## src/gsls_pkg.sv

```systemverilog
// Package for the Gauss-Seidel solver: widths, register indexes, opcodes,
// sequencer states and shared structs. No dependencies.
package gsls_pkg;

  localparam int MaxOrder = 16;
  localparam int IdxW     = (MaxOrder > 1) ? $clog2(MaxOrder) : 1;
  localparam int MatW     = 2 * IdxW;

  localparam logic [6:0]  OrderReset = 7'd16;
  localparam logic [15:0] IterReset  = 16'd1000;
  localparam logic [62:0] TolReset   = 63'd43;

  typedef enum logic [1:0] {
    REG_ORDER = 2'd0,
    REG_ITER  = 2'd1,
    REG_TOL   = 2'd2
  } reg_idx_e;

  typedef enum logic [1:0] {
    OP_MATRIX = 2'd0,
    OP_RHS    = 2'd1,
    OP_GUESS  = 2'd2,
    OP_SOLVE  = 2'd3
  } opcode_e;

  typedef enum logic [1:0] {
    ST_CONVERGED = 2'd0,
    ST_LIMIT     = 2'd1,
    ST_ZERO_DIAG = 2'd2
  } status_e;

  typedef enum logic [3:0] {
    S_IDLE, S_DCHK, S_DCHK_W, S_ROW, S_MAC_RD, S_MAC_MUL, S_MAC_ACC,
    S_DIV_RD, S_DIV, S_UPD, S_SQ, S_NORM, S_EMIT_RD, S_EMIT
  } seq_state_e;

  // divider request / response
  typedef struct packed {
    logic        start;
    logic [63:0] dividend;
    logic [31:0] divisor;
  } div_req_t;

  typedef struct packed {
    logic        done;
    logic [31:0] quot;
  } div_rsp_t;

  function automatic logic signed [63:0] sat_sub64(logic signed [63:0] a,
                                                   logic signed [63:0] p);
    logic signed [63:0] r;
    r = a - p;
    if (a[63] != p[63] && r[63] != a[63]) r = a[63] ? {1'b1, 63'd0} : {1'b0, {63{1'b1}}};
    return r;
  endfunction

endpackage

```

## src/gsls_div.sv

```systemverilog
// Restoring signed divider, one quotient bit per cycle.
// Truncates toward zero and saturates to signed 32 bits. Depends on gsls_pkg.
module gsls_div (
  input  logic clk_i,
  input  logic rst_ni,
  input  gsls_pkg::div_req_t req_i,
  output gsls_pkg::div_rsp_t rsp_o
);
  import gsls_pkg::*;

  logic [63:0] rem_q, rem_d, quo_q, quo_d;
  logic [31:0] dvs_q, dvs_d;
  logic        neg_q, neg_d, busy_q, busy_d, done_q, done_d;
  logic [6:0]  cnt_q, cnt_d;
  logic [64:0] trial;
  logic [64:0] sq;

  always_comb begin
    trial  = {rem_q, quo_q[63]} - {33'd0, dvs_q};
    rem_d  = rem_q;
    quo_d  = quo_q;
    dvs_d  = dvs_q;
    neg_d  = neg_q;
    busy_d = busy_q;
    cnt_d  = cnt_q;
    done_d = 1'b0;
    if (req_i.start) begin
      rem_d  = '0;
      quo_d  = req_i.dividend[63] ? (~req_i.dividend + 64'd1) : req_i.dividend;
      dvs_d  = req_i.divisor[31] ? (~req_i.divisor + 32'd1) : req_i.divisor;
      neg_d  = req_i.dividend[63] ^ req_i.divisor[31];
      busy_d = 1'b1;
      cnt_d  = '0;
    end else if (busy_q) begin
      if (!trial[64]) begin
        rem_d = trial[63:0];
        quo_d = {quo_q[62:0], 1'b1};
      end else begin
        rem_d = {rem_q[62:0], quo_q[63]};
        quo_d = {quo_q[62:0], 1'b0};
      end
      cnt_d = cnt_q + 7'd1;
      if (cnt_q == 7'd63) begin
        busy_d = 1'b0;
        done_d = 1'b1;
      end
    end
  end

  // magnitude quotient -> signed saturate
  always_comb begin
    sq = neg_q ? (65'd0 - {1'b0, quo_q}) : {1'b0, quo_q};
    if (!neg_q && quo_q > 64'h7FFF_FFFF) rsp_o.quot = 32'h7FFF_FFFF;
    else if (neg_q && quo_q > 64'h8000_0000) rsp_o.quot = 32'h8000_0000;
    else rsp_o.quot = sq[31:0];
    rsp_o.done = done_q;
  end

  always_ff @(posedge clk_i or negedge rst_ni) begin
    if (!rst_ni) begin
      busy_q <= 1'b0;
      done_q <= 1'b0;
      cnt_q  <= '0;
    end else begin
      busy_q <= busy_d;
      done_q <= done_d;
      cnt_q  <= cnt_d;
    end
  end

  always_ff @(posedge clk_i) begin
    rem_q <= rem_d;
    quo_q <= quo_d;
    dvs_q <= dvs_d;
    neg_q <= neg_d;
  end
endmodule

```

## config.mk

```make
export PLATFORM = sky130hd
export DESIGN_NAME = gsls_div
export DESIGN_NICKNAME = d
export VERILOG_FILES = /design/src/gsls_pkg.sv /design/src/gsls_div.sv
export SDC_FILE = /design/constraint.sdc
export NUM_CORES = 1
export LEC_CHECK = 0
export ABC_AREA = 1
export BUFFER_PORTS_ARGS = -buffer_cell sky130_fd_sc_hd__buf_4
export CAP_MARGIN = 20
export CELL_PAD_IN_SITES_DETAIL_PLACEMENT = 1
export CELL_PAD_IN_SITES_GLOBAL_PLACEMENT = 2
export CORE_UTILIZATION = 35
export DETAILED_ROUTE_END_ITERATION = 10
export PLACE_DENSITY = 0.95
export SYNTH_ARGS = -nofsm -noshare
export SYNTH_HDL_FRONTEND = slang
export SYNTH_SLANG_ARGS = --single-unit
```

## constraint.sdc

```tcl
create_clock -name clk_i -period 7.2 [get_ports clk_i]
set_input_delay 1.44 -clock clk_i [delete_from_list [all_inputs] [get_ports clk_i]]
set_output_delay 1.44 -clock clk_i [all_outputs]
set_load 0.05 [all_outputs]
```

== Yosys cells after proc, flatten, opt, wreduce, memory -nomap -nowiden ==
Index checks and enable logic that the tools add are counted.
Word-level totals
  register bits after elaboration: 170
Cells by class
  $add $sub $neg: 5
  order comparisons: 2
  equality and inequality tests: 1
  mux-type cells: 17
  bitwise operators: 3
  reduce and logical (&&, ||, !) cells: 4
Operator list (number)
  $mux 64: 4
  $mux 32: 3
  $sub 65x32->65: 1
  $add 64x1->64 const B: 1
  $gt 64x31->1 const B: 1
  $gt 64x32->1 const B: 1
  $not 64->64: 1
  $add 32x1->32 const B: 1
  $not 32->32: 1
  $sub 1x32->32 const A: 1
  $mux 31: 1
  $mux 7: 2
  $add 7x1->7 const B: 1
  $eq 7x6->1 const B: 1
  $mux 1: 7
  $logic_and 1x1->1: 2
  $reduce_bool 2->1: 1
  $logic_not 1->1: 1
  $xor 1x1->1: 1

== Longest topological paths before layout ==
  word-level depth: 4
  gate-level depth with buffers: 19
  gate-level depth less buffers: 18

== Worst setup path before layout ==
Ideal clock, no wire load.
  path type: input to register
  from: in req_i[96] (netlist name)
  to: reg quo_q[0] (enable)
  library setup time: 0.453 ns
  data arrival time: 3.863 ns
  data required time: 6.747 ns
  slack: 2.884 ns
  cell stages on the path: 4
  path buffers: 2
  cell sequence: clkbuf_1 nor2_1 inv_1 clkbuf_1
Between the ends
  longest elaborated chain between the ends: 1
Ends and longest elaborated chain
  from (decl): line gsls_div.sv:6  | input gsls_pkg::div_req_t req_i,
  $reduce_bool 2->1 (no source line)
  to (signal assigned): line gsls_div.sv:73  | quo_q <= quo_d;
  to (decl): line gsls_div.sv:11  | logic [63:0] rem_q, rem_d, quo_q, quo_d;
No other way between the ends.
A chain may end at the register's enable or synchronous reset.

==> metrics.txt <==
Mapped Cells between 2000 and 3000; Post-CTS Setup Bufs 0; Synthesized Nets 2659; GPL Wtd Cong 0.991; H-Tree Level Count 4; TritonCTS Buffers 17; CP delay by family, top simple AND/OR/NAND/NOR gates; ranking of synthesized cells by area nand2_1 22%, edfxtp_1 19%, inv_1 10%; Final Hold Fails 0; Yosys reg bits between 150 and 200; Initial DRC Count about 1100; Netlist Area Pre-Place around 15000 um^2; first-pass GRT wire length between 80000 and 90000 um; critical path class reg -> out; TritonCTS clock tree yes; Critical Path Sink Type output pin; maximum clock frequency between 200 and 250 MHz; Total Wirelength roughly 56000 um; DR WL/cell ~18 um; FF-to-FF Start quo_q[63]$_DFFE_PP_; Final period util 0.688; FFs w/ async S/R, synth 0.0529; Crit path depth 8; initial antenna violation count 0; Root Buffer clkbuf_16; clock network fraction of design power 0.167; Final Net Count 2755; worst slew pin tran about 0.94 ns; Main synth FF type edfxtp_1; Sink Count between 150 and 200; slowest CP cell nor3b_1; GRT Util Overall 0.259; Rel. slew slack 0.369; Worst setup SP type register; worst stage delay on the critical path ~0.78 ns; Buf+Inv Stages, Crit Path 1; diodes inserted 0; Clock Skew ~0.013 ns; I/O Pins roughly 130; leak pwr 8.65 nW; top-area cell type share of the netlist area 0.217; total number of vias between 15000 and 20000; Max clock buf depth 2; worst r2r dst rem_q[31]$_SDFFE_PP0P_; grt ovf 0; Post-CTS Resized 0; Ys Warns 0; area growth from synthesis to layout 14.4%; core area approximately 42000 um^2; pre-CTS setup slack 2.77 ns; Starting Density 0.358; crit path DAT ~3.5 ns; Final Max Tran Viols 0; Worst Setup EP rsp_o[12]; CP max FO 32; max_cap viols 0; sequential share of the synthesized area 0.292; NetSw a little over 3 mW; Yosys cell types 43; port bufs approximately 130; die area ~44000 um^2; Fin Setup TNS 0 ns; status complete, no violations; total power per unit cell area approximately 340 nW/um^2; fillers approximately 5700; RSZ-0062 raised after global routing no; Initial DRT Pass Iterations 5; largest area contributor in the netlist nand2_1; Gate power share 0.587; final setup violation count 0; crit path time final around 5.0 ns; most frequent cells in the layout 877 x nand2_1, 411 x inv_1, 305 x nor2_1; vias in the first global route 16700; post-detail-place hpwl about 45000 um; R2R Setup Slk approximately 3.8 ns; CP Launch Point quo_q[63]$_DFFE_PP_; Clk pin slew, worst setup/hold paths approximately 0.070 ns; worst hold path class reg -> reg; Avg Inst Size Synth 6.01 um^2; most common cell after layout, fill and taps aside nand2_1; # DRC 0; CP required between 5 and 6 ns; final worst slack between 2 and 2.5 ns; share of layout cells above drive strength 1 0.0802; number of synthesized flops with an enable pin 97; switching share of power 0.518; antenna-violating nets left 0; R2R depth 18; via density per instance roughly 5.1; Pint 2.88 mW; Die H ~210 um; Hold Buf Count CTS 0; total power 5.97 mW; Die W around 210 um; maximum VDD drop 0.196 mV; largest net degree at the start of global routing 97; cells along the critical path nor2_1, nand4_1, nor2_1, nor3b_1, nand2_1, nand2_1, o21ai_0, buf_4; Core Rows between 70 and 80; sequential power share 0.246; Skew-Pair Late Insertion Delay between 0.4 and 0.5 ns
[power groups by stage]
stage	Sequential (mW)	Clock (mW)	Combinational [mW]
6_report	1.47	0.995	3.51
5_1_grt	1.50	1.06	3.94
4_1_cts	1.47	1.02	3.50
3_5_place_dp	1.49	0	3.47
3_3_place_gp	1.47	0	3.39
2_1_floorplan	1.41	0	2.50
[sequential cells by signal, summed over array words and instances, names as in the netlist]
name	cells
rem_q	64
done_q	1
quo_q	64
cnt_q	7
dvs_q	32
neg_q	1
busy_q	1
[worst min-delay path by stage]
stage,start,endpoint,depth (start not counted)
CTS,cnt_q[6]$_DFFE_PN0P_,done_q$_DFF_PN0_,1
finish,cnt_q[6]$_DFFE_PN0P_,done_q$_DFF_PN0_,1
global placement,cnt_q[6]$_DFFE_PN0P_,done_q$_DFF_PN0_,1
detailed placement,cnt_q[6]$_DFFE_PN0P_,done_q$_DFF_PN0_,1
floorplan,cnt_q[6]$_DFFE_PN0P_,done_q$_DFF_PN0_,1
global route,cnt_q[6]$_DFFE_PN0P_,done_q$_DFF_PN0_,1
[cell type report]
type                            instances  area (um^2)  share of cell area
Multi-Input combinational cell       1872         8910               0.514
Tap cell                              577          722              0.0416
Inverter                              416         1560              0.0901
Clock buffer                           19          475              0.0274
Timing Repair Buffer                  142         1110              0.0638
Sequential cell                       170         4420               0.255
Clock inverter                         13          146             0.00844
[stage by stage]
stage                     cells  utilization  cell area, um^2  hold WS, ns
final                      3209        0.410            17300        0.481
after global routing       3209        0.410            17300        0.492
after CTS                  3207        0.408            17300        0.486
after detailed placement   3175        0.394            16700        0.467
after global placement     3175        0.394            16700        0.452
after floorplan            2523            -            15200        0.424
[per-layer routing]
metal / GRT usage / up-vias / share of wire
met5: 0 / - / 0
met4: 0.0722 / 0 / 0.022
met3: 0.0322 / 63 / 0.033
met2: 0.452 / 295 / 0.48
met1: 0.336 / 7816 / 0.46
li1: - / 8055 / -
[Yosys cell counts, drive strengths merged (3+ instances only)]
master and number:
dfrtp 9, nor4 11, nor3 40, nand3b 7, nand2 886, o211ai 3, xnor2 49, or2 7
dfxtp 64, xor2 83, edfxtp 97, inv 416, clkbuf 46, a21oi 53, ha 36, nand3 170
buf 19, nand4 41, o21ai 139, nor2 314, nor3b 3, a31oi 24
[worst reg2reg max path: stages, from the launching register on]
cell      delay (ns)
edfxtp_1        0.37
inv_1           0.13
ha_1            0.26
fa_1            0.42
inv_1           0.10
nand3_1         0.08
nand2_2         0.15
nand2_1         0.08
nand2_2         0.12
nand2_1         0.08
nand2_2         0.11
nand2_4         0.12
nand3_2         0.10
nand2_1         0.06
nand2_2         0.12
buf_4           0.59
nand2_1         0.22
nand3_1         0.14
o21ai_1         0.07
[cell families after synthesis]
| group | Yosys count | share of synthesized area |
|---|---|---|
| flops | 170 | 0.292 |
| xor+xnor | 132 | 0.0763 |
| compound gates | 222 | 0.0776 |
| fa+ha+maj | 37 | 0.0310 |
| simple gates | 1481 | 0.402 |
| buf+inv | 481 | 0.121 |
No activity file was read; power rests on OpenSTA's default activity.
